[src/rtl/image_tile_roi_generator_defines.svh]
// assertion macros shared by the tile region generator
`ifndef IMAGE_TILE_ROI_GENERATOR_DEFINES_SVH
`define IMAGE_TILE_ROI_GENERATOR_DEFINES_SVH

// same-cycle implication, idle while in reset
`define ITRG_ASSERT_IMP(label, clk, rst_n, cond, prop) \
    label: assert property (@(posedge clk) disable iff (!rst_n) (cond) |-> (prop)) \
        else $error("itrg: same-cycle check failed");

// next-cycle implication, idle while in reset
`define ITRG_ASSERT_NXT(label, clk, rst_n, cond, prop) \
    label: assert property (@(posedge clk) disable iff (!rst_n) (cond) |=> (prop)) \
        else $error("itrg: next-cycle check failed");

`endif

[src/rtl/itrg_pkg.sv]
package itrg_pkg;

    // field widths
    localparam int IMG_W       = 15;
    localparam int PAD_W       = 13;
    localparam int DS_W        = 7;
    localparam int TILE_NUM_W  = 6;
    localparam int STATUS_W    = 2;
    localparam int CFG_INDEX_W = 2;
    localparam int CFG_DATA_W  = 15;

    // divider and pitch widths
    localparam int DIV_NUM_W = 16;
    localparam int DIV_DEN_W = 15;
    localparam int PITCH_W   = 16;

    // register reset values
    localparam logic [IMG_W-1:0] RESET_BUFFER_WIDTH  = 15'd1024;
    localparam logic [IMG_W-1:0] RESET_BUFFER_HEIGHT = 15'd1024;
    localparam logic [PAD_W-1:0] RESET_PAD_PIXELS    = 13'd0;
    localparam logic [DS_W-1:0]  RESET_MAX_DOWNSCALE = 7'd1;

    typedef enum logic [CFG_INDEX_W-1:0] {
        REG_BUFFER_WIDTH,
        REG_BUFFER_HEIGHT,
        REG_PAD_PIXELS,
        REG_MAX_DOWNSCALE
    } itrg_reg_t;

    typedef enum logic [STATUS_W-1:0] {
        STATUS_OK    = 2'd0,
        STATUS_PAD   = 2'd1,
        STATUS_TILES = 2'd2
    } itrg_status_t;

    // which division the shared divider is working on
    typedef enum logic [1:0] {
        SEL_W_TILES,
        SEL_H_TILES,
        SEL_W_PITCH,
        SEL_H_PITCH
    } itrg_div_sel_t;

    // kind of result loaded into the output register
    typedef enum logic [2:0] {
        PUSH_NONE,
        PUSH_PAD_ERR,
        PUSH_TILE_ERR,
        PUSH_SINGLE,
        PUSH_REGION
    } itrg_push_t;

    typedef struct packed {
        logic [IMG_W-1:0] image_width;
        logic [IMG_W-1:0] image_height;
    } itrg_in_t;

    typedef struct packed {
        logic [IMG_W-1:0]      begin_x;
        logic [IMG_W-1:0]      end_x;
        logic [IMG_W-1:0]      begin_y;
        logic [IMG_W-1:0]      end_y;
        logic [TILE_NUM_W-1:0] tile_number;
        logic [STATUS_W-1:0]   status;
        logic                  last_region;
    } itrg_out_t;

    // controller to datapath
    typedef struct packed {
        logic          capture;
        logic          load_den;
        logic          div_start;
        logic          store_q;
        logic          mul_ds;
        logic          init_scan;
        itrg_div_sel_t sel;
        itrg_push_t    push;
    } itrg_cmd_t;

    // datapath to controller
    typedef struct packed {
        logic pad_err;
        logic single;
        logic too_many;
        logic empty;
        logic div_done;
        logic out_free;
        logic last_tile;
    } itrg_sts_t;

endpackage

[src/rtl/itrg_if.sv]
// image size channel
interface itrg_image_if;
    logic               valid;
    logic               ready;
    itrg_pkg::itrg_in_t payload;

    modport source (output valid, output payload, input ready);
    modport sink (input valid, input payload, output ready);
endinterface

// tile region channel
interface itrg_region_if;
    logic                valid;
    logic                ready;
    itrg_pkg::itrg_out_t payload;

    modport source (output valid, output payload, input ready);
    modport sink (input valid, input payload, output ready);
endinterface

[src/rtl/itrg_div.sv]
`include "image_tile_roi_generator_defines.svh"

// restoring divider, one quotient bit per cycle, rounds the quotient up
module itrg_div
(
    input  logic                           clk,
    input  logic                           rst_n,
    input  logic                           start,
    input  logic [itrg_pkg::IMG_W-1:0]     num,
    input  logic [itrg_pkg::DIV_DEN_W-1:0] den,
    output logic                           done,
    output logic [itrg_pkg::DIV_NUM_W-1:0] quot
);

    localparam int QW = itrg_pkg::DIV_NUM_W;
    localparam int DW = itrg_pkg::DIV_DEN_W;
    localparam int CW = $clog2(QW);
    localparam logic [CW-1:0] CNT_LAST = CW'(QW - 1);

    logic          busy_reg;
    logic          done_reg;
    logic [CW-1:0] cnt_reg;
    logic [DW-1:0] rem_reg;
    logic [QW-1:0] acc_reg;
    logic [DW-1:0] den_reg;

    logic [DW:0]   trial;
    logic [DW:0]   diff;
    logic          fits;
    logic [DW-1:0] rem_next;

    // one trial subtraction
    always_comb
    begin
        trial    = {rem_reg, acc_reg[QW-1]};
        fits     = trial >= {1'b0, den_reg};
        diff     = trial - {1'b0, den_reg};
        rem_next = fits ? diff[DW-1:0] : trial[DW-1:0];
    end

    // iteration control
    always_ff @(posedge clk or negedge rst_n)
    begin
        if (!rst_n)
        begin
            busy_reg <= 1'b0;
            done_reg <= 1'b0;
            cnt_reg  <= '0;
        end
        else if (start)
        begin
            busy_reg <= 1'b1;
            done_reg <= 1'b0;
            cnt_reg  <= '0;
        end
        else if (busy_reg)
        begin
            cnt_reg <= cnt_reg + CW'(1);
            if (cnt_reg == CNT_LAST)
            begin
                busy_reg <= 1'b0;
                done_reg <= 1'b1;
            end
        end
        else
        begin
            done_reg <= 1'b0;
        end
    end

    // dividend is biased by den - 1 so the floor becomes a ceiling
    always_ff @(posedge clk)
    begin
        if (start)
        begin
            acc_reg <= QW'(num) + QW'(den) - QW'(1);
            rem_reg <= '0;
            den_reg <= den;
        end
        else if (busy_reg)
        begin
            acc_reg <= {acc_reg[QW-2:0], fits};
            rem_reg <= rem_next;
        end
    end

    assign done = done_reg;
    assign quot = acc_reg;

    `ITRG_ASSERT_IMP(a_no_start_busy, clk, rst_n, start, !busy_reg)
    `ITRG_ASSERT_IMP(a_done_not_busy, clk, rst_n, done_reg, !busy_reg)
    `ITRG_ASSERT_NXT(a_done_after_last, clk, rst_n, busy_reg && !start && cnt_reg == CNT_LAST, done_reg)

endmodule

[src/rtl/itrg_dp.sv]
// datapath: registers, tile counts, pitches, region scan and output register
module itrg_dp #(
    parameter int MAX_TILES_PER_SIDE = 8
)
(
    input  logic                             clk,
    input  logic                             rst_n,
    input  logic                             cfg_write,
    input  logic [itrg_pkg::CFG_INDEX_W-1:0] cfg_index,
    input  logic [itrg_pkg::CFG_DATA_W-1:0]  cfg_data,
    input  itrg_pkg::itrg_in_t               in_payload,
    input  itrg_pkg::itrg_cmd_t              cmd,
    output itrg_pkg::itrg_sts_t              sts,
    output logic                             out_valid,
    input  logic                             out_ready,
    output itrg_pkg::itrg_out_t              out_payload
);

    localparam int IW     = itrg_pkg::IMG_W;
    localparam int PW     = itrg_pkg::PAD_W;
    localparam int DSW    = itrg_pkg::DS_W;
    localparam int NW     = itrg_pkg::DIV_NUM_W;
    localparam int DNW    = itrg_pkg::DIV_DEN_W;
    localparam int PTW    = itrg_pkg::PITCH_W;
    localparam int CNT_W  = $clog2(MAX_TILES_PER_SIDE + 1);
    localparam int IDX_W  = (MAX_TILES_PER_SIDE > 1) ? $clog2(MAX_TILES_PER_SIDE) : 1;
    localparam int ACC_W  = PTW + CNT_W;
    localparam int PROD_W = DSW + CNT_W;
    localparam int PPW    = NW + DSW;

    // configuration registers
    logic [IW-1:0]  bw_reg;
    logic [IW-1:0]  bh_reg;
    logic [PW-1:0]  pad_reg;
    logic [DSW-1:0] ds_reg;

    // per-image working registers
    logic [IW-1:0]  w_reg;
    logic [IW-1:0]  h_reg;
    logic [DNW-1:0] den_reg;
    logic [NW-1:0]  nx_reg;
    logic [NW-1:0]  ny_reg;
    logic [DNW-1:0] dsnx_reg;
    logic [DNW-1:0] dsny_reg;
    logic [PTW-1:0] px_reg;
    logic [PTW-1:0] py_reg;

    // region scan
    logic [ACC_W-1:0]                bx_acc_reg;
    logic [ACC_W-1:0]                ex_acc_reg;
    logic [ACC_W-1:0]                by_acc_reg;
    logic [ACC_W-1:0]                ey_acc_reg;
    logic [IDX_W-1:0]                col_reg;
    logic [IDX_W-1:0]                row_reg;
    logic [itrg_pkg::TILE_NUM_W-1:0] tile_reg;

    // output register
    logic                out_valid_reg;
    logic                out_valid_next;
    itrg_pkg::itrg_out_t out_reg;
    itrg_pkg::itrg_out_t out_next;

    logic [PW:0]      pad2;
    logic [DSW-1:0]   ds_eff;
    logic             pad_err;
    logic             single;
    logic             too_many;
    logic             empty;
    logic             col_last;
    logic             row_last;
    logic             out_free;
    logic [IW-1:0]    div_num;
    logic             div_done;
    logic [NW-1:0]    div_quot;
    logic [PROD_W-1:0] dsnx_prod;
    logic [PROD_W-1:0] dsny_prod;
    logic [PPW-1:0]   pitch_prod;
    logic [IW-1:0]    ex_clamp;
    logic [IW-1:0]    ey_clamp;

    // configuration writes
    always_ff @(posedge clk or negedge rst_n)
    begin
        if (!rst_n)
        begin
            bw_reg  <= itrg_pkg::RESET_BUFFER_WIDTH;
            bh_reg  <= itrg_pkg::RESET_BUFFER_HEIGHT;
            pad_reg <= itrg_pkg::RESET_PAD_PIXELS;
            ds_reg  <= itrg_pkg::RESET_MAX_DOWNSCALE;
        end
        else if (cfg_write)
        begin
            case (cfg_index)
                itrg_pkg::REG_BUFFER_WIDTH:  bw_reg  <= cfg_data[IW-1:0];
                itrg_pkg::REG_BUFFER_HEIGHT: bh_reg  <= cfg_data[IW-1:0];
                itrg_pkg::REG_PAD_PIXELS:    pad_reg <= cfg_data[PW-1:0];
                itrg_pkg::REG_MAX_DOWNSCALE: ds_reg  <= cfg_data[DSW-1:0];
                default:                     ;
            endcase
        end
    end

    // decisions on the captured image size
    always_comb
    begin
        pad2     = {pad_reg, 1'b0};
        ds_eff   = (ds_reg == '0) ? DSW'(1) : ds_reg;
        pad_err  = (IW'(pad2) >= bw_reg) || (IW'(pad2) >= bh_reg);
        single   = (w_reg <= bw_reg) && (h_reg <= bh_reg);
        too_many = (nx_reg > NW'(MAX_TILES_PER_SIDE)) || (ny_reg > NW'(MAX_TILES_PER_SIDE));
        empty    = (nx_reg == '0) || (ny_reg == '0);
        col_last = (NW'(col_reg) + NW'(1)) == nx_reg;
        row_last = (NW'(row_reg) + NW'(1)) == ny_reg;
        out_free = !out_valid_reg || out_ready;
        div_num  = (cmd.sel == itrg_pkg::SEL_W_TILES || cmd.sel == itrg_pkg::SEL_W_PITCH)
                   ? w_reg : h_reg;
    end

    // small products: downscale times tile count, quotient times downscale
    assign dsnx_prod  = PROD_W'(ds_eff) * PROD_W'(nx_reg[CNT_W-1:0]);
    assign dsny_prod  = PROD_W'(ds_eff) * PROD_W'(ny_reg[CNT_W-1:0]);
    assign pitch_prod = PPW'(div_quot) * PPW'(ds_eff);

    itrg_div u_div
    (
        .clk   (clk),
        .rst_n (rst_n),
        .start (cmd.div_start),
        .num   (div_num),
        .den   (den_reg),
        .done  (div_done),
        .quot  (div_quot)
    );

    // tile counts, divisors and pitches
    always_ff @(posedge clk)
    begin
        if (cmd.capture)
        begin
            w_reg <= in_payload.image_width;
            h_reg <= in_payload.image_height;
        end
        if (cmd.load_den)
        begin
            case (cmd.sel)
                itrg_pkg::SEL_W_TILES: den_reg <= bw_reg - IW'(pad2);
                itrg_pkg::SEL_H_TILES: den_reg <= bh_reg - IW'(pad2);
                itrg_pkg::SEL_W_PITCH: den_reg <= dsnx_reg;
                default:               den_reg <= dsny_reg;
            endcase
        end
        if (cmd.store_q)
        begin
            case (cmd.sel)
                itrg_pkg::SEL_W_TILES: nx_reg <= div_quot;
                itrg_pkg::SEL_H_TILES: ny_reg <= div_quot;
                itrg_pkg::SEL_W_PITCH: px_reg <= pitch_prod[PTW-1:0];
                default:               py_reg <= pitch_prod[PTW-1:0];
            endcase
        end
        if (cmd.mul_ds)
        begin
            dsnx_reg <= DNW'(dsnx_prod);
            dsny_reg <= DNW'(dsny_prod);
        end
    end

    // column-major scan, ends kept as running sums including the padding
    always_ff @(posedge clk)
    begin
        if (cmd.init_scan)
        begin
            bx_acc_reg <= '0;
            ex_acc_reg <= ACC_W'(px_reg) + ACC_W'(pad_reg);
            by_acc_reg <= '0;
            ey_acc_reg <= ACC_W'(py_reg) + ACC_W'(pad_reg);
            col_reg    <= '0;
            row_reg    <= '0;
            tile_reg   <= '0;
        end
        else if (cmd.push == itrg_pkg::PUSH_REGION)
        begin
            tile_reg <= tile_reg + itrg_pkg::TILE_NUM_W'(1);
            if (row_last)
            begin
                row_reg    <= '0;
                by_acc_reg <= '0;
                ey_acc_reg <= ACC_W'(py_reg) + ACC_W'(pad_reg);
                col_reg    <= col_reg + IDX_W'(1);
                bx_acc_reg <= bx_acc_reg + ACC_W'(px_reg);
                ex_acc_reg <= ex_acc_reg + ACC_W'(px_reg);
            end
            else
            begin
                row_reg    <= row_reg + IDX_W'(1);
                by_acc_reg <= by_acc_reg + ACC_W'(py_reg);
                ey_acc_reg <= ey_acc_reg + ACC_W'(py_reg);
            end
        end
    end

    // region ends clamped to the image edge
    assign ex_clamp = (ex_acc_reg > ACC_W'(w_reg)) ? w_reg : ex_acc_reg[IW-1:0];
    assign ey_clamp = (ey_acc_reg > ACC_W'(h_reg)) ? h_reg : ey_acc_reg[IW-1:0];

    // output register load
    always_comb
    begin
        out_next       = out_reg;
        out_valid_next = out_valid_reg && !out_ready;
        case (cmd.push)
            itrg_pkg::PUSH_PAD_ERR:
            begin
                out_next        = '0;
                out_next.status = itrg_pkg::STATUS_PAD;
                out_next.last_region = 1'b1;
                out_valid_next  = 1'b1;
            end
            itrg_pkg::PUSH_TILE_ERR:
            begin
                out_next        = '0;
                out_next.status = itrg_pkg::STATUS_TILES;
                out_next.last_region = 1'b1;
                out_valid_next  = 1'b1;
            end
            itrg_pkg::PUSH_SINGLE:
            begin
                out_next             = '0;
                out_next.end_x       = w_reg;
                out_next.end_y       = h_reg;
                out_next.status      = itrg_pkg::STATUS_OK;
                out_next.last_region = 1'b1;
                out_valid_next       = 1'b1;
            end
            itrg_pkg::PUSH_REGION:
            begin
                out_next.begin_x     = bx_acc_reg[IW-1:0];
                out_next.end_x       = ex_clamp;
                out_next.begin_y     = by_acc_reg[IW-1:0];
                out_next.end_y       = ey_clamp;
                out_next.tile_number = tile_reg;
                out_next.status      = itrg_pkg::STATUS_OK;
                out_next.last_region = col_last && row_last;
                out_valid_next       = 1'b1;
            end
            default:
            begin
                out_next = out_reg;
            end
        endcase
    end

    always_ff @(posedge clk or negedge rst_n)
    begin
        if (!rst_n)
        begin
            out_valid_reg <= 1'b0;
        end
        else
        begin
            out_valid_reg <= out_valid_next;
        end
    end

    always_ff @(posedge clk)
    begin
        out_reg <= out_next;
    end

    assign out_valid   = out_valid_reg;
    assign out_payload = out_reg;

    // status to the controller
    always_comb
    begin
        sts.pad_err   = pad_err;
        sts.single    = single;
        sts.too_many  = too_many;
        sts.empty     = empty;
        sts.div_done  = div_done;
        sts.out_free  = out_free;
        sts.last_tile = col_last && row_last;
    end

endmodule

[src/rtl/itrg_ctrl.sv]
`include "image_tile_roi_generator_defines.svh"

// controller: sequences the checks, the four divisions and the region scan
module itrg_ctrl
(
    input  logic                clk,
    input  logic                rst_n,
    input  logic                in_valid,
    output logic                in_ready,
    input  itrg_pkg::itrg_sts_t sts,
    output itrg_pkg::itrg_cmd_t cmd
);

    typedef enum logic [3:0] {
        S_IDLE,
        S_CHECK,
        S_LOAD,
        S_START,
        S_WAIT,
        S_COUNT_CHECK,
        S_MUL,
        S_INIT,
        S_EMIT,
        S_EMIT_PAD,
        S_EMIT_TILES,
        S_EMIT_SINGLE
    } state_t;

    state_t                  state_reg;
    state_t                  state_next;
    itrg_pkg::itrg_div_sel_t sel_reg;
    itrg_pkg::itrg_div_sel_t sel_next;

    // next state and commands
    always_comb
    begin
        state_next    = state_reg;
        sel_next      = sel_reg;
        in_ready      = 1'b0;
        cmd           = '0;
        cmd.sel       = sel_reg;
        cmd.push      = itrg_pkg::PUSH_NONE;
        case (state_reg)
            S_IDLE:
            begin
                in_ready = 1'b1;
                if (in_valid)
                begin
                    cmd.capture = 1'b1;
                    state_next  = S_CHECK;
                end
            end
            S_CHECK:
            begin
                if (sts.pad_err)
                begin
                    state_next = S_EMIT_PAD;
                end
                else if (sts.single)
                begin
                    state_next = S_EMIT_SINGLE;
                end
                else
                begin
                    sel_next   = itrg_pkg::SEL_W_TILES;
                    state_next = S_LOAD;
                end
            end
            S_LOAD:
            begin
                cmd.load_den = 1'b1;
                state_next   = S_START;
            end
            S_START:
            begin
                cmd.div_start = 1'b1;
                state_next    = S_WAIT;
            end
            S_WAIT:
            begin
                if (sts.div_done)
                begin
                    cmd.store_q = 1'b1;
                    case (sel_reg)
                        itrg_pkg::SEL_W_TILES:
                        begin
                            sel_next   = itrg_pkg::SEL_H_TILES;
                            state_next = S_LOAD;
                        end
                        itrg_pkg::SEL_H_TILES:
                        begin
                            state_next = S_COUNT_CHECK;
                        end
                        itrg_pkg::SEL_W_PITCH:
                        begin
                            sel_next   = itrg_pkg::SEL_H_PITCH;
                            state_next = S_LOAD;
                        end
                        default:
                        begin
                            state_next = S_INIT;
                        end
                    endcase
                end
            end
            S_COUNT_CHECK:
            begin
                if (sts.too_many)
                begin
                    state_next = S_EMIT_TILES;
                end
                else if (sts.empty)
                begin
                    // a zero side gives no regions at all
                    state_next = S_IDLE;
                end
                else
                begin
                    state_next = S_MUL;
                end
            end
            S_MUL:
            begin
                cmd.mul_ds = 1'b1;
                sel_next   = itrg_pkg::SEL_W_PITCH;
                state_next = S_LOAD;
            end
            S_INIT:
            begin
                cmd.init_scan = 1'b1;
                state_next    = S_EMIT;
            end
            S_EMIT:
            begin
                if (sts.out_free)
                begin
                    cmd.push = itrg_pkg::PUSH_REGION;
                    if (sts.last_tile)
                    begin
                        state_next = S_IDLE;
                    end
                end
            end
            S_EMIT_PAD:
            begin
                if (sts.out_free)
                begin
                    cmd.push   = itrg_pkg::PUSH_PAD_ERR;
                    state_next = S_IDLE;
                end
            end
            S_EMIT_TILES:
            begin
                if (sts.out_free)
                begin
                    cmd.push   = itrg_pkg::PUSH_TILE_ERR;
                    state_next = S_IDLE;
                end
            end
            S_EMIT_SINGLE:
            begin
                if (sts.out_free)
                begin
                    cmd.push   = itrg_pkg::PUSH_SINGLE;
                    state_next = S_IDLE;
                end
            end
            default:
            begin
                state_next = S_IDLE;
            end
        endcase
    end

    // state and division select
    always_ff @(posedge clk or negedge rst_n)
    begin
        if (!rst_n)
        begin
            state_reg <= S_IDLE;
            sel_reg   <= itrg_pkg::SEL_W_TILES;
        end
        else
        begin
            state_reg <= state_next;
            sel_reg   <= sel_next;
        end
    end

    `ITRG_ASSERT_IMP(a_push_when_free, clk, rst_n, cmd.push != itrg_pkg::PUSH_NONE, sts.out_free)
    `ITRG_ASSERT_NXT(a_last_region_idle, clk, rst_n, cmd.push == itrg_pkg::PUSH_REGION && sts.last_tile, state_reg == S_IDLE)
    `ITRG_ASSERT_IMP(a_scan_counts_ok, clk, rst_n, cmd.init_scan, !sts.too_many && !sts.empty)

endmodule

[src/rtl/image_tile_roi_generator.sv]
// Tile region generator: one image size in, the list of tile regions out.
// image  : valid/ready channel carrying image_width and image_height; one
//          transaction per image, taken only while the block is idle.
// region : valid/ready channel carrying one region per transaction, column-major,
//          last_region marks the final one; errors give a single transaction
//          with status set and zero bounds.
// cfg    : write port (cfg_write, cfg_index, cfg_data) for the four registers,
//          to be written only between images.
// A padding error or a whole-image region is chosen in the check state after the
// image transaction. A tiled image runs four 16-step divisions on one shared
// divider plus control steps: the two tile counts, a tile-count check that may
// give the error, then the two pitches and the region scan; regions follow one
// per cycle while the receiver takes them. An image with a zero side gives no
// region and the block goes back to idle after the tile-count check.
// The output register lets a new image be taken while the last region waits.
// A receiver stall holds the region in the output register and pauses the
// scan; nothing is lost. Reset returns the registers to their defaults and
// the controller to idle with no region pending.
module image_tile_roi_generator #(
    parameter int MAX_TILES_PER_SIDE = 8
)
(
    input  logic                             clk,
    input  logic                             rst_n,
    itrg_image_if.sink                       image,
    itrg_region_if.source                    region,
    input  logic                             cfg_write,
    input  logic [itrg_pkg::CFG_INDEX_W-1:0] cfg_index,
    input  logic [itrg_pkg::CFG_DATA_W-1:0]  cfg_data
);

    itrg_pkg::itrg_cmd_t cmd;
    itrg_pkg::itrg_sts_t sts;
    logic                in_ready;
    logic                out_valid;
    itrg_pkg::itrg_out_t out_payload;

    itrg_ctrl u_ctrl
    (
        .clk      (clk),
        .rst_n    (rst_n),
        .in_valid (image.valid),
        .in_ready (in_ready),
        .sts      (sts),
        .cmd      (cmd)
    );

    itrg_dp #(
        .MAX_TILES_PER_SIDE (MAX_TILES_PER_SIDE)
    ) u_dp
    (
        .clk         (clk),
        .rst_n       (rst_n),
        .cfg_write   (cfg_write),
        .cfg_index   (cfg_index),
        .cfg_data    (cfg_data),
        .in_payload  (image.payload),
        .cmd         (cmd),
        .sts         (sts),
        .out_valid   (out_valid),
        .out_ready   (region.ready),
        .out_payload (out_payload)
    );

    // channel hookup
    assign image.ready    = in_ready;
    assign region.valid   = out_valid;
    assign region.payload = out_payload;

endmodule

[src/flat_wrapper.sv]
// flat-port wrapper written by rule: the top's interface ports become plain ports
module image_tile_roi_generator_flat 
#(
    parameter int MAX_TILES_PER_SIDE = 8
)
  (clk, rst_n, cfg_write, cfg_index, cfg_data, image_valid, image_payload, image_ready, region_valid, region_payload, region_ready);
  itrg_image_if image_i ();
  itrg_region_if region_i ();
  input  logic clk;
  input  logic rst_n;
  input  logic cfg_write;
  input  logic [itrg_pkg::CFG_INDEX_W-1:0] cfg_index;
  input  logic [itrg_pkg::CFG_DATA_W-1:0] cfg_data;
  input wire logic [$bits(image_i.valid)-1:0] image_valid;
  input wire logic [$bits(image_i.payload)-1:0] image_payload;
  output wire logic [$bits(image_i.ready)-1:0] image_ready;
  output wire logic [$bits(region_i.valid)-1:0] region_valid;
  output wire logic [$bits(region_i.payload)-1:0] region_payload;
  input wire logic [$bits(region_i.ready)-1:0] region_ready;
  assign image_i.valid = image_valid;
  assign image_i.payload = image_payload;
  assign image_ready = image_i.ready;
  assign region_valid = region_i.valid;
  assign region_payload = region_i.payload;
  assign region_i.ready = region_ready;
  image_tile_roi_generator #(.MAX_TILES_PER_SIDE(MAX_TILES_PER_SIDE)) u_core (.clk(clk), .rst_n(rst_n), .image(image_i), .region(region_i), .cfg_write(cfg_write), .cfg_index(cfg_index), .cfg_data(cfg_data));
endmodule
[config.mk]
export PLATFORM = sky130hd
export DESIGN_NAME = image_tile_roi_generator_flat
export DESIGN_NICKNAME = d
export VERILOG_FILES = /design/src/rtl/itrg_pkg.sv /design/src/rtl/itrg_if.sv /design/src/rtl/itrg_div.sv /design/src/rtl/itrg_dp.sv /design/src/rtl/itrg_ctrl.sv /design/src/rtl/image_tile_roi_generator.sv /design/src/flat_wrapper.sv
export VERILOG_INCLUDE_DIRS = /design/src /design/src/rtl
export SDC_FILE = /design/constraint.sdc
export NUM_CORES = 1
export LEC_CHECK = 0
export ABC_AREA = 0
export CORE_UTILIZATION = 65
export DETAILED_ROUTE_END_ITERATION = 10
export DONT_BUFFER_PORTS = 1
export PLACE_DENSITY = 0.87
export SETUP_SLACK_MARGIN = 0.4
export SLEW_MARGIN = 10
export SYNTH_ARGS = -nofsm -noshare
export SYNTH_HDL_FRONTEND = slang
export SYNTH_SLANG_ARGS = --single-unit
[constraint.sdc]
create_clock -name clk -period 12.25 [get_ports clk]
set_input_delay 0 -clock clk [delete_from_list [all_inputs] [get_ports clk]]
set_output_delay 0 -clock clk [all_outputs]
set_load 0.02 [all_outputs]
==> Implementation_results.wiki <==
{| class="wikitable"
! Metric !! Value
|-
| Outcome || finished, final reports clean
|-
| Worst R2R Start || u_core.u_dp.ds_reg[3]
|-
| Global-route wire length before repair || 116000 microns
|-
| Tmin final || 4.99 ns
|-
| Standard-cell rows || 73
|-
| Cell area power density || 278 nW/um^2
|-
| Number of design-rule violations left by the first detailed-router iteration || 2166
|-
| Critical path endpoint category || register
|-
| Peak clock frequency supported by timing || 0.201 GHz
|-
| DIE AREA || 42000 sq um
|-
| Setup slack after layout || 7.26 ns
|-
| Slew HR || 20.8%
|-
| Clock transition time at the flip-flop clock pins of the worst setup and hold paths || 0.06 ns
|-
| Worst ir drop on vdd || 0.646 mV
|-
| Synthesized cell area || 26700 sq um
|-
| Final Hold Fails || 0
|-
| Post-route clock period utilization || 40.7%
|-
| Clock root cell || clkbuf_16
|-
| Mean Syn Cell Area || 10.3 sq um
|-
| Hold crit path type || input port to async pin
|-
| Number of ports placed on the die boundary || 123
|-
| Inserted Clock Buffers || 42
|-
| Flop and latch count out of synthesis || 391
|-
| Insertion delay to the later sink of the worst-skew pair || 0.57 ns
|-
| CTS tree || yes
|-
| Routed vias || 20700
|-
| Maximum count of clock buffers along a single path || 3
|-
| Share of cells above drive strength 1 || 6.13%
|-
| Post-synthesis to final-layout area growth || 10.3%
|-
| Number of remaining DRC errors || 0
|-
| Maximum Capacitance Violations || 0
|-
| Largest fanout on the critical path || 23
|-
| DP HPWL || 54800 microns
|-
| Transition at the pin with the smallest max-transition slack || 1.19 ns
|-
| Dpl ws || 7.28 ns
|-
| Worst Path Arrival || 5.30 ns
|-
| Post-synthesis async set-or-reset flop share || 16.1%
|-
| Most common cell after layout, fill and taps aside || inv_1
|-
| Leakage power summed over all cells || 12.8 nW
|-
| Required time of the critical path || 12.56 ns
|-
| Area occupied by registers || 10900 sq um
|-
| Net count after synthesis || 3012
|-
| Setup repair after global routing missed its margin || no
|-
| Final max-slew violation count || 0
|-
| Fin area || 29500 sq um
|-
| Number of antenna violations at the first check in global routing || 4
|-
| Final routed wirelength across all metal layers || 74800 microns
|-
| Average detailed-routed wire length per instance || 23.1 microns
|-
| Net count, final || 3078
|-
| Worst Clk Skew || 0.0169 ns
|-
| Number of buffers added on ports || 0
|-
| Area of the multi-input gates || 14600 sq um
|-
| Count of final setup violators || 0
|-
| Max H-tree Level || 2
|-
| Iteration count of the initial detailed-routing pass || 6
|-
| Crit path launch || u_core.u_dp.ds_reg[3]
|-
| Sum of overflow across all layers after global routing || 0
|-
| Crit Path Category || register to register
|-
| Count of flip-flops with a built-in enable after synthesis || 271
|-
| Post-CTS setup repair buffer count || 0
|-
| Final Wtd Congestion || 0.961
|-
| Synth warnings || 0
|-
| Layout filler cell count || 2801
|-
| Register-to-Register Path Depth || 18
|-
| Sinks on Clock Net || 391
|-
| Max reg flops || 69
|-
| Die boundary height || 205 microns
|-
| Commonest register cell after synthesis || edfxtp_1
|-
| Overall routing resource usage || 36.6%
|-
| Setup TNS || 0 ns
|-
| Startpoint type of the worst setup path || register
|-
| Routed vias/inst || 6.40
|-
| Synth cell types || 82
|-
| Synthesized instance count || 2606
|-
| Sequential share of the synthesized area || 40.6%
|-
| Antenna viol nets, final || 0
|-
| Die width || 205 microns
|-
| Most frequent cells in the layout || inv_1 (277), ha_1 (272), edfxtp_1 (271), nand2_1 (227), a21oi_1 (161)
|-
| Placed cell areas || 27300 sq um
|-
| Core footprint || 40200 sq um
|-
| Largest net degree at the start of global routing || 88
|-
| Number of global-route vias before repair || 20800
|-
| Initial standard-cell utilization of the core || 66.5%
|}
## area by class of cell
class                           count  share of cell area [%]
Multi-Input combinational cell   1861                    49.4
Clock buffer                       61                    4.16
Clock inverter                     17                   0.556
Timing Repair Buffer               97                    3.25
Inverter                          279                    3.56
Tap cell                          525                    2.23
Sequential cell                   391                    36.8
Antenna cell                        3                  0.0255
## layer usage
layer	up-vias	track usage [%]	routed length, microns
met2	1052	58.4	34800
met4	0	18.7	3650
met3	241	8.48	7500
met1	10100	46.5	28900
met5	-	0	0
li1	9344	-	-
## cell families (layout without fill, tap and decap cells)
logic type | Yosys count | count (layout) | synth area share, %
flops | 391 | 391 | 40.6
xor+xnor | 174 | 174 | 5.70
compound gates | 540 | 540 | 12.8
simple gates | 706 | 706 | 13.0
fa+ha+maj | 354 | 354 | 18.9
mux | 87 | 87 | 3.95
buf+inv | 354 | 454 | 5.07
other cells | 0 | 3 | 0
## repair_timing
action                     4_1_cts  5_1_grt
setup endpoints to repair        0        0
gates resized for setup          0        0
hold endpoints to repair       147        0
hold buffers                    78        0
## synth_stat cells (22+ instances only)
cell      count  area, sq um
o21a_1       23          173
fa_1         82         1640
nor2_1      142          533
mux2_2       38          428
o21bai_1     22          165
dfrtp_1      60         1500
o21ai_0     130          651
inv_1       277         1040
and3_1       45          282
nand3_1      40          200
a22o_1       35          307
a21o_1       52          390
and2_1       74          463
ha_1        272         3400
nor2b_1      22          138
clkbuf_1     62          233
dfxtp_1      57         1140
mux2i_1      38          380
a21oi_1     161          806
nand2_1     227          852
xnor2_1     110          963
nor3_1       38          190
xor2_1       64          561
edfxtp_1    271         8140
nand2b_1     34          213
## through the flow
stage,cells,total power [W],utilization (%),hold slack [ns]
after floorplan,2606,0.00556,-,-0.296
after global placement,3075,0.00653,67.8,-0.294
after detailed placement,3075,0.00676,67.8,-0.294
after CTS,3231,0.00814,73.3,0.00820
after global routing,3234,0.00878,73.4,0.0562
final,3234,0.00821,73.4,0.0498
## worst paths after layout
kind | end | slack [ns]
hold / removal | u_core.u_dp.ds_reg[0] | 0.05
setup reg to reg | u_core.u_dp.px_reg[12] | 7.26
setup / recovery | u_core.u_dp.px_reg[12] | 7.26
hold reg to reg | u_core.u_dp.by_acc_reg[14] | 0.46
max in group asynchronous | u_core.u_ctrl.sel_reg[0] | 11.87
min in group clk | u_core.u_dp.bw_reg[6] | 0.05
## where the power goes
part / internal, W / total (W) / switching, W
sequential: 0.00208 / 0.00250 / 0.000426
clock: 0.000760 / 0.00130 / 0.000538
combinational: 0.00180 / 0.00440 / 0.00260
## worst max-delay path, stage by stage (launching register included)
cell and delay (ns):
dfrtp_1 0.85, nand2_1 0.19, fa_1 0.59, inv_1 0.05, ha_1 0.29, ha_1 0.28
inv_1 0.05, fa_1 0.52, inv_1 0.04, ha_1 0.33, a21o_1 0.21, a21oi_1 0.23
nor2b_1 0.08, o21a_1 0.18, o21ai_0 0.15, nand2b_1 0.10, a41oi_1 0.27, nor2b_1 0.20
xnor2_1 0.11
(Power assumes the default switching activity.)
